$ cat src/hdl/utv_pkg.sv
`timescale 1ns / 1ps

package utv_pkg;

   // decoder state carried from one byte to the next
   typedef struct packed {
      logic [1:0]  pending_count;
      logic [20:0] code_accum;
      logic [1:0]  seq_class;
      logic        error_seen;
   } state_type;

   // bytes that are never allowed
   localparam logic [7:0] BYTE_NUL     = 8'h00;
   localparam logic [7:0] BYTE_NEWLINE = 8'h0a;

   // lead byte ranges
   localparam logic [7:0] LEAD_ASCII_END = 8'h80;
   localparam logic [7:0] LEAD2_LO       = 8'hc2;
   localparam logic [7:0] LEAD2_HI       = 8'hdf;
   localparam logic [7:0] LEAD3_LO       = 8'he0;
   localparam logic [7:0] LEAD3_HI       = 8'hef;
   localparam logic [7:0] LEAD4_LO       = 8'hf0;
   localparam logic [7:0] LEAD4_HI       = 8'hf4;

   // continuation byte form 10xxxxxx
   localparam logic [1:0] CONT_TAG = 2'b10;

   // sequence classes
   localparam logic [1:0] CLASS_NONE = 2'd0;
   localparam logic [1:0] CLASS_TWO  = 2'd1;
   localparam logic [1:0] CLASS_THREE = 2'd2;
   localparam logic [1:0] CLASS_FOUR = 2'd3;

   // code point limits
   localparam logic [20:0] MIN_TWO       = 21'h000080;
   localparam logic [20:0] MIN_THREE     = 21'h000800;
   localparam logic [20:0] MIN_FOUR      = 21'h010000;
   localparam logic [20:0] CODE_MAX      = 21'h10ffff;
   localparam logic [20:0] SURROGATE_LO  = 21'h00d800;
   localparam logic [20:0] SURROGATE_HI  = 21'h00dfff;

endpackage

$ cat src/hdl/utv_step.sv
`timescale 1ns / 1ps

module utv_step (
   input  utv_pkg::state_type cur_state,
   input  logic [7:0]         byte_in,
   input  logic               is_last,
   output utv_pkg::state_type nxt_state,
   output logic               verdict
);

   utv_pkg::state_type upd;
   logic [20:0]        accum_shift;
   logic [20:0]        class_min;
   logic [1:0]         pend_dec;

   // continuation byte appended to the gathered code point
   assign accum_shift = {cur_state.code_accum[14:0], byte_in[5:0]};
   assign pend_dec    = cur_state.pending_count - 2'd1;

   // smallest legal value for the current sequence length
   always_comb begin
      case (cur_state.seq_class)
         utv_pkg::CLASS_THREE: class_min = utv_pkg::MIN_THREE;
         utv_pkg::CLASS_FOUR:  class_min = utv_pkg::MIN_FOUR;
         default:              class_min = utv_pkg::MIN_TWO;
      endcase
   end

   // decode one byte
   always_comb begin
      upd = cur_state;
      if (cur_state.pending_count == 2'd0) begin
         // lead position
         if (byte_in == utv_pkg::BYTE_NUL || byte_in == utv_pkg::BYTE_NEWLINE) begin
            upd.error_seen = 1'b1;
         end else if (byte_in < utv_pkg::LEAD_ASCII_END) begin
            upd.error_seen = cur_state.error_seen;
         end else if (byte_in >= utv_pkg::LEAD2_LO && byte_in <= utv_pkg::LEAD2_HI) begin
            upd.pending_count = 2'd1;
            upd.code_accum    = {16'd0, byte_in[4:0]};
            upd.seq_class     = utv_pkg::CLASS_TWO;
         end else if (byte_in >= utv_pkg::LEAD3_LO && byte_in <= utv_pkg::LEAD3_HI) begin
            upd.pending_count = 2'd2;
            upd.code_accum    = {17'd0, byte_in[3:0]};
            upd.seq_class     = utv_pkg::CLASS_THREE;
         end else if (byte_in >= utv_pkg::LEAD4_LO && byte_in <= utv_pkg::LEAD4_HI) begin
            upd.pending_count = 2'd3;
            upd.code_accum    = {18'd0, byte_in[2:0]};
            upd.seq_class     = utv_pkg::CLASS_FOUR;
         end else begin
            upd.error_seen = 1'b1;
         end
      end else if (byte_in[7:6] != utv_pkg::CONT_TAG) begin
         // malformed continuation drops the sequence
         upd.error_seen    = 1'b1;
         upd.pending_count = 2'd0;
      end else begin
         upd.code_accum    = accum_shift;
         upd.pending_count = pend_dec;
         // range checks on a completed sequence
         if (pend_dec == 2'd0) begin
            if (accum_shift < class_min || accum_shift > utv_pkg::CODE_MAX ||
                (accum_shift >= utv_pkg::SURROGATE_LO &&
                 accum_shift <= utv_pkg::SURROGATE_HI)) begin
               upd.error_seen = 1'b1;
            end
         end
      end
   end

   // verdict and clear on the final byte
   assign verdict   = !upd.error_seen && (upd.pending_count == 2'd0);
   assign nxt_state = is_last ? '0 : upd;

endmodule

$ cat src/hdl/utf8_tag_validator.sv
`timescale 1ns / 1ps
// the verdict is registered as its final byte leaves the input register
// throughput: one byte per cycle, set by the combinational decode between the
// input register and the result register; a final byte waits only while an
// earlier verdict is still held at the output
// reset: synchronous, active high; clears the decoder state and both valid flags

module utf8_tag_validator (
   input  logic       clock,
   input  logic       reset,
   input  logic       req_valid,
   output logic       req_ready,
   input  logic [7:0] req_byte_in,
   input  logic       req_is_last,
   output logic       rsp_valid,
   input  logic       rsp_ready,
   output logic       rsp_is_valid
);

   logic               s1_valid_ff, s1_valid_in;
   logic [7:0]         s1_byte_ff;
   logic               s1_last_ff;
   logic               s1_advance;
   utv_pkg::state_type state_ff, state_in;
   logic               verdict;
   logic               rsp_valid_ff, rsp_valid_in;
   logic               rsp_is_valid_ff;

   // per-byte decode
   utv_step u_step (
      .cur_state (state_ff),
      .byte_in   (s1_byte_ff),
      .is_last   (s1_last_ff),
      .nxt_state (state_in),
      .verdict   (verdict)
   );

   // an item leaves the input register unless it is a final byte meeting a held verdict
   assign s1_advance  = s1_valid_ff && (!s1_last_ff || !rsp_valid_ff || rsp_ready);
   assign req_ready   = !s1_valid_ff || s1_advance;
   assign s1_valid_in = req_valid || (s1_valid_ff && !s1_advance);

   // result register next value
   always_comb begin
      rsp_valid_in = rsp_valid_ff && !rsp_ready;
      if (s1_advance && s1_last_ff) begin
         rsp_valid_in = 1'b1;
      end
   end

   // control registers
   always_ff @(posedge clock) begin
      if (reset) begin
         s1_valid_ff  <= 1'b0;
         rsp_valid_ff <= 1'b0;
         state_ff     <= '0;
      end else begin
         if (req_ready) begin
            s1_valid_ff <= s1_valid_in;
         end
         rsp_valid_ff <= rsp_valid_in;
         if (s1_advance) begin
            state_ff <= state_in;
         end
      end
   end

   // payload registers
   always_ff @(posedge clock) begin
      if (req_valid && req_ready) begin
         s1_byte_ff <= req_byte_in;
         s1_last_ff <= req_is_last;
      end
      if (s1_advance && s1_last_ff) begin
         rsp_is_valid_ff <= verdict;
      end
   end

   assign rsp_valid    = rsp_valid_ff;
   assign rsp_is_valid = rsp_is_valid_ff;

   // state is cleared after every final byte
   a_clear_after_last: assert property (@(posedge clock) disable iff (reset)
      s1_advance && s1_last_ff |=> state_ff == '0)
      else $error("decoder state not cleared after final byte");

   // outstanding continuations never exceed the sequence class
   a_pending_class: assert property (@(posedge clock) disable iff (reset)
      state_ff.pending_count <= state_ff.seq_class)
      else $error("pending count above sequence class");

   // a verdict only appears after a final byte was decoded
   a_verdict_source: assert property (@(posedge clock) disable iff (reset)
      $rose(rsp_valid_ff) |-> $past(s1_advance && s1_last_ff))
      else $error("verdict without final byte");

   // input stalls only while a final byte in the input register meets a held verdict
   a_ready_stall: assert property (@(posedge clock) disable iff (reset)
      !req_ready |-> s1_valid_ff && s1_last_ff && rsp_valid_ff)
      else $error("input stalled without cause");

endmodule

$ cat config.mk
export PLATFORM = sky130hd
export DESIGN_NAME = utf8_tag_validator
export DESIGN_NICKNAME = d
export VERILOG_FILES = /design/src/hdl/utv_pkg.sv /design/src/hdl/utv_step.sv /design/src/hdl/utf8_tag_validator.sv
export SDC_FILE = /design/constraint.sdc
export NUM_CORES = 1
export LEC_CHECK = 0
export BUFFER_PORTS_ARGS = -buffer_cell sky130_fd_sc_hd__clkbuf_2
export CAP_MARGIN = 10
export CORE_ASPECT_RATIO = 1.5
export CORE_MARGIN = 2
export CORE_UTILIZATION = 45
export CTS_BUF_LIST = sky130_fd_sc_hd__clkbuf_8
export DETAILED_ROUTE_END_ITERATION = 16
export MAX_ROUTING_LAYER = met4
export SLEW_MARGIN = 5
export SYNTH_ARGS = -nofsm -noshare
export SYNTH_HDL_FRONTEND = slang
export SYNTH_HIERARCHICAL = 1
export SYNTH_SLANG_ARGS = --single-unit
export TNS_END_PERCENT = 10
$ cat constraint.sdc
create_clock -name clock -period 4.75 [get_ports clock]
set_input_delay 0.95 -clock clock [delete_from_list [all_inputs] [get_ports clock]]
set_output_delay 0.95 -clock clock [all_outputs]
set_load 0.01 [all_outputs]
## After elaboration in Yosys (flattened, before gate mapping)

Index checks and enable logic that the tools add are counted.

| operators by class | value |
|---|---|
| mux-type cells | 21 |
| add/sub/neg operators | 1 |
| equal/unequal tests | 10 |
| magnitude comparators | 11 |
| reduce and logical (&&, ||, !) cells | 31 |

Operator list:

| cell | number |
|---|---|
| $mux W25 | 5 |
| $pmux W17 S2 | 1 |
| $mux W26 | 1 |
| $ge A8 B8 Y1 const B | 3 |
| $le A8 B8 Y1 const B | 3 |
| $mux W23 | 1 |
| $ge A21 B16 Y1 const B | 1 |
| $gt A21 B21 Y1 const B | 1 |
| $le A21 B16 Y1 const B | 1 |
| $lt A21 B17 Y1 | 1 |
| $mux W21 | 1 |
| $logic_and A1 B1 Y1 | 10 |
| $mux W1 | 10 |
| $reduce_and A5 Y1 | 2 |
| $eq A8 B4 Y1 const B | 1 |
| $logic_not A8 Y1 | 1 |
| $lt A8 B8 Y1 const B | 1 |
| $logic_or A1 B1 Y1 | 7 |
| $logic_not A1 Y1 | 6 |
| $logic_not A2 Y1 | 3 |
| $ne A2 B2 Y1 const B | 3 |
| $ne A3 B3 Y1 const B | 2 |
| $ne A5 B5 Y1 const B | 1 |
| $eq A2 B2 Y1 const B | 2 |
| other kinds (5) | 6 |

| word-level totals | value |
|---|---|
| register bits | 32 |
| output and inout port bits | 3 |
| logic and storage cells | 83 |

## Longest topological paths before layout

Gate-level depths: netlist of run 1.

| logic depth | value |
|---|---|
| word-level depth | 11 |
| mapped depth | 10 |
| gate-level depth less buffers | 9 |

## Modules after synthesis

Netlist of run 1, hierarchy kept.

Modules (own cells, without submodules):

| module | cells each | times used | area an instance (µm²) | sequential area each (µm²) |
|---|---|---|---|---|
| utf8_tag_validator | 134 | 1 | 1581.5 | 860.8 |
| utv_step | 177 | 1 | 958.4 | 0.0 |

## Least setup slack after synthesis of run 1

OpenSTA, ideal clock, no wires.

| path | value |
|---|---|
| path kind | input to output |
| start point | in rsp_ready |
| end point | out req_ready |
| required time | 3800 ps |
| data arrival time | 1219 ps |
| cell stages on the path | 2 |
| setup slack | 2581 ps |
| cell sequence | nor2b_4 > nand3_1 |

| on the way | value |
|---|---|
| cells in the longest elaborated chain, start to end | 3 |

RTL lines:

| element | line | source |
|---|---|---|
| start: declaration | utf8_tag_validator.sv:16 | `input logic rsp_ready,` |
| $logic_or A1 B1 Y1 | utf8_tag_validator.sv:39 | `assign s1_advance = s1_valid_ff && (!s1_last_ff \|\| !rsp_valid_ff \|\| rsp_ready);` |
| $logic_and A1 B1 Y1 | utf8_tag_validator.sv:39 |  |
| $logic_or A1 B1 Y1 | utf8_tag_validator.sv:40 | `assign req_ready = !s1_valid_ff \|\| s1_advance;` |
| end: declaration | utf8_tag_validator.sv:12 | `output logic req_ready,` |

Every way passes these cells.

## Worst setup path after layout of run 1

| path | value |
|---|---|
| start point | reg s1_last_ff |
| end point | out req_ready |

| on the way | value |
|---|---|
| cells in the longest elaborated chain, start to end | 5 |

RTL lines:

| element | line | source |
|---|---|---|
| start: declaration | utf8_tag_validator.sv:22 | `logic s1_last_ff;` |
| start signal: assignment | utf8_tag_validator.sv:72 | `s1_last_ff <= req_is_last;` |
| $logic_not A1 Y1 | utf8_tag_validator.sv:39 |  |
| $logic_or A1 B1 Y1 (2 in series) | utf8_tag_validator.sv:39 |  |
| $logic_and A1 B1 Y1 | utf8_tag_validator.sv:39 |  |
| $logic_or A1 B1 Y1 | utf8_tag_validator.sv:40 |  |

Every way passes these cells.

==> results of run 1 <==
==> metrics by stage <==
step | power [mW] | std cells
global route | 0.577 | 323
global placement | 0.367 | 315
detailed placement | 0.368 | 315
floorplan | 0.357 | 257
CTS | 0.567 | 323
finish | 0.554 | 323
==> layout make-up <==
cell class	count	area share, %
Multi-Input combinational cell	197	55.8
Sequential cell	32	32.6
Timing Repair Buffer	16	3.63
Tap cell	64	3.52
Clock buffer	5	3.03
Inverter	6	0.991
Clock inverter	3	0.495
==> path summary, 6_finish.rpt <==
kind / slack, ns / from / to / depth (start not counted)
worst min register to register: 0.50 / state_ff[0] / state_ff[0] / 2
worst min-delay path: 0.50 / state_ff[0] / state_ff[0] / 2
worst max-delay path: 2.21 / s1_last_ff / req_ready / 2
worst max register to register: 2.50 / state_ff[24] / state_ff[4] / 8
==> layout by cell type, fill, tap and decap left out, drive strengths merged, types with 2 or more instances in the layout <==
cell type and n:
o21ai 5, nor2b 5, nand2 26, nand3 2
dfxtp 22, nor2 15, nor3 6, clkbuf 20
a31o 2, mux2i 23, a311oi 2, or4 3
o311ai 2, inv 8, a21oi 25, ha 4
a31oi 3, and2b 2, nand2b 51, and2 3
o211ai 4, nor4 2, edfxtp 10
==> routing by layer <==
metal	part of all wire (%)	routed length, um
met1	42	1880
met2	54	2370
met3	3.0	132
met4	0.95	42
met5	0	0
==> critical path, stage by stage, from the launching register on <==
cell and delay, ns:
edfxtp_1 0.94, nand3_1 0.19, clkbuf_2 0.18
==> state kept, by name, indices dropped and copies added, names as in the netlist <==
name,cells
state_ff,20
s1_byte_ff,8
rsp_is_valid,1
rsp_valid,1
s1_last_ff,1
s1_valid_ff,1
==> power breakdown <==
part,internal [mW],switching (mW),total (mW)
logic,0.0276,0.0317,0.0593
registers,0.290,0.0122,0.302
clock network,0.0976,0.0951,0.193
total,0.415,0.139,0.554
==> summary.md, run 1 <==
| Metric | Value |
|---|---|
| Outcome | completed |
| Fin crit share | a little over half |
| Setup bufs post-CTS | 0 |
| Final Hold Viols | 0 |
| FILL cells | roughly 500 |
| Post-route clock skew | around 0.0058 ns |
| Die Y | 88.8 um |
| Initial core utilization | between 40% and 50% |
| Peak supply drop | ~0.22 mV |
| Storage element area | about 740 um^2 |
| Worst-path clk slew | around 0.070 ns |
| Post-layout min period | approximately 2.5 ns |
| Die X | between 60 and 70 um |
| RSZ-0062 raised after global routing | no |
| Met2 Track Usage GR | ~35% |
| Initial antenna violation count | 0 |
| Max-Cap Viols | 0 |
| Routed wire length | roughly 4400 um |
| Core Region | about 4600 um^2 |
| Clk Latency, worst-skew pair | 0.28 ns |
| P per Cell Area | 244 nW/um^2 |
| Hold Buf Count CTS | 0 |
| Post-route cell area | about 2300 um^2 |
| N_diodes | 0 |
| CTS Buf Count | 5 |
| Slack of the critical path | between 2 and 2.5 ns |
| Detailed router's first-iteration violation count | 70 |
| Met3 Usage GRT | roughly 3.1% |
| Fin. max-slew vios | 0 |
| Yosys warning total | 6 |
| Die ar. | 5370 um^2 |
| Placement Setup Slack | roughly 2.3 ns |
| Drc violations | 0 |
| Wire per inst | roughly 14 um |
| # rows | 30 |
| Final HPWL DP | 3040 um |
| Min-delay worst type | reg -> reg |
| Grt peak-use layer | met2 |
| CP startpoint kind | flop |
| Via count | between 1,500 and 2,000 |
| DR pass1 iterations | 4 |
| CTS tree | yes |
| Number of buffers added on ports | 15 |
| GRT met1 Usage | 20.2% |
| Syn Inst Count | between 200 and 300 |
| Least-Margin Pin Slew | around 0.90 ns |
| Crit. End Element | output port |
| Cell Area, Placed | 2190 um^2 |
| Worst-case clock buffer depth | 2 |
| Worst Path Max Fanout | 29 |
| Remaining Overflow, GRT | 0 |
| Clk sinks | 32 |
| Nets | approximately 280 |
| Number of global-route vias before repair | approximately 1,700 |
| Layout area overhead | 5.39% |
| Synthesized Nets | ~270 |
| P_leak | roughly 0.76 nW |
| Critical Path RT | between 3 and 4 ns |
| Achievable Freq | between 300 and 400 MHz |
| Htree depth | 2 |
| WHS | between 0.5 and 0.6 ns |
| Max-slew headroom | 40.0% |
| Largest net degree at the start of global routing | 43 |
| Setup TNS | 0 ns |
| Setup violators final | 0 |
| Routed vias/inst | 5.33 |
| Synth Cell Area | roughly 2200 um^2 |
| Footprint of the multi-input gates | around 1300 um^2 |
| Num ports | 16 |
| CTS root buffer | clkbuf_8 |
| Ratio of cells with drive above 1 in the final layout | about 10% |
| Worst setup path class | reg -> out |
| Total GRT Usage | a little under a fifth |
| CTS resizes | 0 |
| First-pass GRT wire length | ~7500 um |
| Crit path arrival time | 1.59 ns |
| Placer Congestion | just over 0.8 |
| Antenna viol nets, final | 0 |
| Mean Syn Cell Area | 8.39 um^2 |
| Final Util | about half |
Note: power is estimated with default switching activity, not from simulation.
==> run 2, diff against run 1 <==
==> constraint.sdc (replaced) <==
create_clock -name clock -period 2.6 [get_ports clock]
set_input_delay 0.52 -clock clock [delete_from_list [all_inputs] [get_ports clock]]
set_output_delay 0.52 -clock clock [all_outputs]
set_load 0.01 [all_outputs]
==> run 2 against run 1 <==
Critical path depth rose by 5. Largest power group unchanged. Final cell count rose by 1.5%. Worst setup slack got worse by 1.6 ns. Total power rose by 100%.
==> summary.md, run 2 (synthesis gave the netlist of run 1 again) <==
| Metric | Value |
|---|---|
| Most frequent cells in the layout | 51 x nand2b_1, 26 x nand2_1, 25 x a21oi_1, 23 x mux2i_1, 22 x dfxtp_1 (unchanged) |
| Number of global-route vias before repair | 1,615 (was 1,661) |
| Achievable Freq | between 400 and 500 MHz |
| Placer Congestion | 0.894 (was 0.828) |
| Die X | 60.5 um (unchanged) |
| DR pass1 iterations | 4 (unchanged) |
| Max FFs per register | 20 (unchanged) |
| Setup TNS | 0 ns (unchanged) |
| Worst Path Max Fanout | 10 (was 29) |
| Worst-path clk slew | 0.07 ns (about the same) |
| Drc violations | 0 (unchanged) |
| Die Y | 88.8 um (unchanged) |
| Least-Margin Pin Slew | 0.856 ns (was 0.900 ns) |
| Clk Latency, worst-skew pair | 0.28 ns (about the same) |
| Detailed router's first-iteration violation count | 84 (was 70) |
| Remaining Overflow, GRT | 0 (unchanged) |
| Max-Cap Viols | 0 (unchanged) |
| Fin. max-slew vios | 0 (unchanged) |
| Placed Cells | 320 (was 315) |
| CTS root buffer | clkbuf_8 (unchanged) |
| Fin crit share | between 70% and 80% |
| Crit. End Element | flop (was output port) |
| CTS Buf Count | 5 (unchanged) |
| Seq pwr share | 48.2% (was 54.5%) |
| Num ports | 16 (unchanged) |
| Initial antenna violation count | 0 (unchanged) |
| Post-layout min period | between 2 and 2.5 ns |
| Max-slew headroom | 42.7% (was 40.0%) |
| Switching share of power | 23.6% (was 25.1%) |
| Commonest non-fill, non-tap cell in the layout | nand2b_1 (unchanged) |
| Via count | 1,749 (was 1,722) |
| Antenna viol nets, final | 0 (unchanged) |
| RSZ-0062 raised after global routing | no (unchanged) |
| Number of buffers added on ports | 15 (unchanged) |
| Finished Layout Cells | 328 (was 323) |
| Largest net degree at the start of global routing | 43 (unchanged) |
| Storage element area | 741 um^2 (unchanged) |
| Final HPWL DP | 3250 um (was 3040 um) |
| Footprint of the multi-input gates | 1270 um^2 (unchanged) |
| Core Region | 4580 um^2 (unchanged) |
| Die ar. | 5370 um^2 (unchanged) |
| FILL cells | 473 (was 499) |
| N_diodes | 0 (unchanged) |
| Clk network pwr share | 41.1% (was 34.8%) |
| Min-delay worst type | in -> reg (was reg -> reg) |
| Critical Path RT | 2.81 ns (was 3.80 ns) |
| P per Cell Area | 484 nW/um^2 (was 244 nW/um^2) |
| Peak supply drop | 0.306 mV (was 0.223 mV) |
| Post-route clock skew | 0.00529 ns (was 0.00575 ns) |
| Biggest register | state_ff (unchanged) |
| Worst setup path class | reg -> reg (was reg -> out) |
| Switch Pwr | 267 uW (was 139 uW) |
| Clk sinks | 32 (unchanged) |
| Largest regs | state_ff: 20 flops, s1_byte_ff: 8 flops (unchanged) |
| Initial core utilization | 47.1% (unchanged) |
| Routed wire length | 4550 um (was 4420 um) |
| First-pass GRT wire length | 7640 um (was 7480 um) |
| # rows | 30 (unchanged) |
| Worst-case clock buffer depth | 2 (unchanged) |
| Nets | 280 (was 275) |
| Setup violators final | 0 (unchanged) |
| Hold Buf Count CTS | 0 (unchanged) |
| Final Hold Viols | 0 (unchanged) |
| Outcome | completed (unchanged) |
| Ratio of cells with drive above 1 in the final layout | 12.5% (was 10.0%) |
| Int Pwr | 863 uW (was 415 uW) |
| Setup bufs post-CTS | 0 (unchanged) |
| P_leak | 0.792 nW (was 0.757 nW) |
| Layout area overhead | 8.41% (was 5.39%) |
| Routed vias/inst | 5.33 (about the same) |
| CTS resizes | 0 (unchanged) |
| Htree depth | 2 (unchanged) |
| Wire per inst | 13.9 um (was 13.7 um) |
| CTS tree | yes (unchanged) |
| Total GRT Usage | 19.5% (was 18.9%) |
| Gate power share | 10.7% (about the same) |
| Crit path arrival time | 2.24 ns (was 1.59 ns) |
| CP startpoint kind | flop (unchanged) |
-- run 2: changes by cell type in the layout (fill, tap and decap cells not counted), sizes merged --
| cell | change |
|---|---|
| inv | -1 |
| buf | +5 |
| bufinv | +1 |
-- run 2: through the flow --
step	util [%]	hold WS (ns)	setup WS [ns]	area [um^2]	power, mW
final	51.1	0.408	0.573	2340	1.13
after global routing	51.1	0.403	0.350	2340	1.17
after CTS	51.1	0.402	0.581	2340	1.15
after detailed placement	48.7	0.489	0.612	2230	0.677
after global placement	48.7	0.481	0.657	2230	0.677
after floorplan	-	0.448	0.777	2160	0.652
-- run 2: worst paths after layout --
| path | depth (start not counted) | end | startpoint | slack (ns) |
|---|---|---|---|---|
| max | 7 | state_ff[17] | s1_byte_ff[4] | 0.57 |
| min | 1 | s1_byte_ff[0] | req_byte_in[0] | 0.41 |
| max reg2reg | 7 | state_ff[17] | s1_byte_ff[4] | 0.57 |
| min reg2reg | 2 | state_ff[0] | state_ff[0] | 0.50 |
-- run 2: cell type report --
class	instances	share of cell area (%)
Clock buffer	5	2.94
Clock inverter	3	1.66
Inverter	6	0.963
Multi-Input combinational cell	197	54.2
Sequential cell	32	31.7
Tap cell	64	3.42
Timing Repair Buffer	21	5.14
-- run 2: worst max-delay path: stages (launching register included) --
cell and delay, ns:
edfxtp_1 0.48, nor4_2 0.44, and2b_1 0.22, o31a_1 0.39
a21oi_1 0.14, nor2_1 0.10, nand2b_1 0.06, mux2i_1 0.12
-- run 2: metal layers --
layer | global-route usage [%] | share of wire (%)
met2 | 33.0 | 52
met4 | 8.70 | 2.2
met3 | 3.65 | 2.6
met5 | - | 0
met1 | 21.9 | 43
-- run 2: power groups by stage --
stage | logic, mW | clock network [mW] | registers, mW
4_1_cts | 0.121 | 0.480 | 0.545
2_1_floorplan | 0.102 | 0 | 0.550
5_1_grt | 0.133 | 0.494 | 0.547
3_3_place_gp | 0.120 | 0 | 0.556
3_5_place_dp | 0.121 | 0 | 0.556
6_report | 0.120 | 0.465 | 0.545
==> run 3, diff against run 2 <==
==> constraint.sdc (replaced) <==
create_clock -name clock -period 1.76 [get_ports clock]
set_input_delay 0.352 -clock clock [delete_from_list [all_inputs] [get_ports clock]]
set_output_delay 0.352 -clock clock [all_outputs]
set_load 0.01 [all_outputs]
==> run 3 against run 2 <==
The flow now finishes with violations (negative setup slack). Flip-flop and latch count is the same. Clock power is 34% higher. Die area did not move. Largest power group unchanged. Critical path type unchanged. Non-clock buffer count increased by 31. Global-route usage is 2.4 points higher.
==> summary.md, run 3 (synthesis gave the netlist of run 1 again) <==
| Metric | Value |
|---|---|
| Htree depth | 2 (unchanged) |
| Worst r2r src | state_ff[15] (was s1_byte_ff[4]) |
| Worst-path clk slew | 0.07 ns (about the same) |
| Worst setup path class | reg -> reg (unchanged) |
| Core Region | 4580 um^2 (unchanged) |
| CP startpoint | state_ff[15] (was s1_byte_ff[4]) |
| CP max-delay cell | or4_4 (was edfxtp_1) |
| Nets | 311 (was 280) |
| Number of global-route vias before repair | 1,856 (was 1,615) |
| Commonest non-fill, non-tap cell in the layout | nand2b_1 (unchanged) |
| Placer Congestion | 0.865 (was 0.894) |
| Crit path arrival time | 2.08 ns (was 2.24 ns) |
| Placement Setup Slack | -0.105 ns (was 0.612 ns) |
| WP buf/inv | 0 (unchanged) |
| Reg2Reg Setup Slack | -0.1 ns (was 0.57 ns) |
| Post-layout min period | 1.86 ns (was 2.03 ns) |
| Biggest register | state_ff (unchanged) |
| Tot Pwr | 1.65 mW (was 1.13 mW) |
| Antenna viol nets, final | 0 (unchanged) |
| Layout area overhead | 21.1% (was 8.41%) |
| Fin crit share | 106% (was 78.0%) |
| Die X | 60.5 um (unchanged) |
| Max FFs per register | 20 (unchanged) |
| Failing checks | negative setup slack |
| P_leak | 0.958 nW (was 0.792 nW) |
| Routed vias/inst | 5.20 (was 5.33) |
| Clk Latency, worst-skew pair | 0.29 ns (was 0.28 ns) |
| Critical R2R Capture | state_ff[0] (was state_ff[17]) |
| Final HPWL DP | 3690 um (was 3250 um) |
| Worst Hold Depth | 1 (unchanged) |
| Detailed router's first-iteration violation count | 44 (was 84) |
| FILL cells | 481 (was 473) |
| Total GRT Usage | 21.9% (was 19.5%) |
| CP max stage delay | 0.51 ns (was 0.48 ns) |
| Footprint of the multi-input gates | 1300 um^2 (was 1270 um^2) |
| Delay-heaviest family, CP | simple AND/OR/NAND/NOR gates (unchanged) |
| CTS tree | yes (unchanged) |
| Outcome | finished, violations left (was completed) |
| Least-Margin Pin Slew | 0.615 ns (was 0.856 ns) |
| CTS Buf Count | 5 (unchanged) |
| Min-delay worst type | in -> reg (unchanged) |
| Post-route clock skew | 0.00563 ns (was 0.00529 ns) |
| Final Hold Viols | 0 (unchanged) |
| Ratio of cells with drive above 1 in the final layout | 24.4% (was 12.5%) |
| CP startpoint kind | flop (unchanged) |
| Storage element area | 743 um^2 (was 741 um^2) |
| Setup TNS | -0.145 ns (was 0 ns) |
| Largest net degree at the start of global routing | 43 (unchanged) |
| Post-route cell area | 2610 um^2 (was 2340 um^2) |
| Achievable Freq | 538 MHz (was 493 MHz) |
| Clk sinks | 32 (unchanged) |
| Peak supply drop | 0.418 mV (was 0.306 mV) |
| Largest regs | state_ff: 20 flops, s1_byte_ff: 8 flops (unchanged) |
| Most frequent cells in the layout | 51 x nand2b_1, 36 x buf_4, 26 x nand2_1, 25 x a21oi_1, 23 x mux2i_1 (was 51 x nand2b_1, 26 x nand2_1, 25 x a21oi_1, 23 x mux2i_1, 22 x dfxtp_1) |
| Num ports | 16 (unchanged) |
| Slack of the critical path | -0.0981 ns (was 0.573 ns) |
| # rows | 30 (unchanged) |
| Worst Path Max Fanout | 4 (was 10) |
| Cell Area, Placed | 2470 um^2 (was 2230 um^2) |
| Critical Path RT | 1.98 ns (was 2.81 ns) |
| Drc violations | 0 (unchanged) |
| Number of buffers added on ports | 15 (unchanged) |
| Remaining Overflow, GRT | 0 (unchanged) |
| Final Util | 57.0% (was 51.1%) |
| Via count | 1,866 (was 1,749) |
| Die Y | 88.8 um (unchanged) |
| Initial core utilization | 47.1% (unchanged) |
| Max-Cap Viols | 0 (unchanged) |
| Crit. End Element | flop (unchanged) |
| CTS root buffer | clkbuf_8 (unchanged) |
| P per Cell Area | 631 nW/um^2 (was 484 nW/um^2) |
| DR pass1 iterations | 4 (unchanged) |
| Setup violators final | 2 (was 0) |
| RSZ-0062 raised after global routing | yes (was no) |
| Worst Hold Endpoint | s1_byte_ff[1] (was s1_byte_ff[0]) |
| Wire per inst | 13.9 um (about the same) |
| Critical path cell sequence | or3_4, or4_4, a31o_1, o211ai_2, and2b_1, nand2b_1, mux2i_1 (was nor4_2, and2b_1, o31a_1, a21oi_1, nor2_1, nand2b_1, mux2i_1) |
| Routed wire length | 4990 um (was 4550 um) |
| Critical path depth | 7 (unchanged) |
| Max-slew headroom | 59.0% (was 42.7%) |
| Initial antenna violation count | 0 (unchanged) |
| HP Start | req_byte_in[1] (was req_byte_in[0]) |
| Worst-case clock buffer depth | 2 (unchanged) |
| N_diodes | 0 (unchanged) |
| R2R cell count | 7 (unchanged) |
| Fin. max-slew vios | 0 (unchanged) |
| First-pass GRT wire length | 8490 um (was 7640 um) |
| Die ar. | 5370 um^2 (unchanged) |
run 3: cell count changes in the layout (fill, tap and decap cells not counted), sizes merged:
cell / change
buf: +31
bufinv: -1
clkinv: -1
clkbuf: +2
run 3: how the worst max path moves through the flow:
stage                              to  slack [ns]
after CTS                 state_ff[0]       -0.07
after floorplan           state_ff[0]      -0.006
after global placement    state_ff[0]       -0.04
final                     state_ff[0]        -0.1
after detailed placement  state_ff[0]       -0.10
after global routing      state_ff[0]       -0.18
run 3: report_power, final:
part	leakage, nW	internal [mW]	switching (mW)
Clock	0.0557	0.351	0.273
Combinational	0.627	0.110	0.114
Sequential	0.276	0.781	0.0204
Total	0.958	1.24	0.407
run 3: what timing repair did:
action / 4_1_cts / 5_1_grt
cloned: 0 / 0
setup endpoints to repair: 3 / 19
buffers inserted: 1 / 1
pin swaps: 1 / 2
gates resized for setup: 1 / 6
hold endpoints to repair: 0 / 0
hold buffers: 0 / 0
run 3: per-stage QoR:
stage                     cells  hold WS, ns
after floorplan             257        0.448
after global placement      349        0.479
after detailed placement    349        0.485
after CTS                   358        0.229
after global routing        359        0.226
final                       359        0.237
run 3: per-layer routing:
| metal | vias up | GRT usage, % | wire [um] |
|---|---|---|---|
| met5 | - | - | 0 |
| met4 | 0 | 11.7 | 162 |
| met3 | 13 | 4.09 | 150 |
| met2 | 40 | 34.9 | 2490 |
| met1 | 856 | 25.7 | 2190 |
| li1 | 957 | - | - |
run 3: area by class of cell:
type	instances	area share [%]
clock buffer	7	3.69
clock inverter	1	0.144
inverter	6	0.862
multi-input combinational	197	49.8
sequential	32	28.5
tap	64	3.07
timing repair buffer	52	14.0
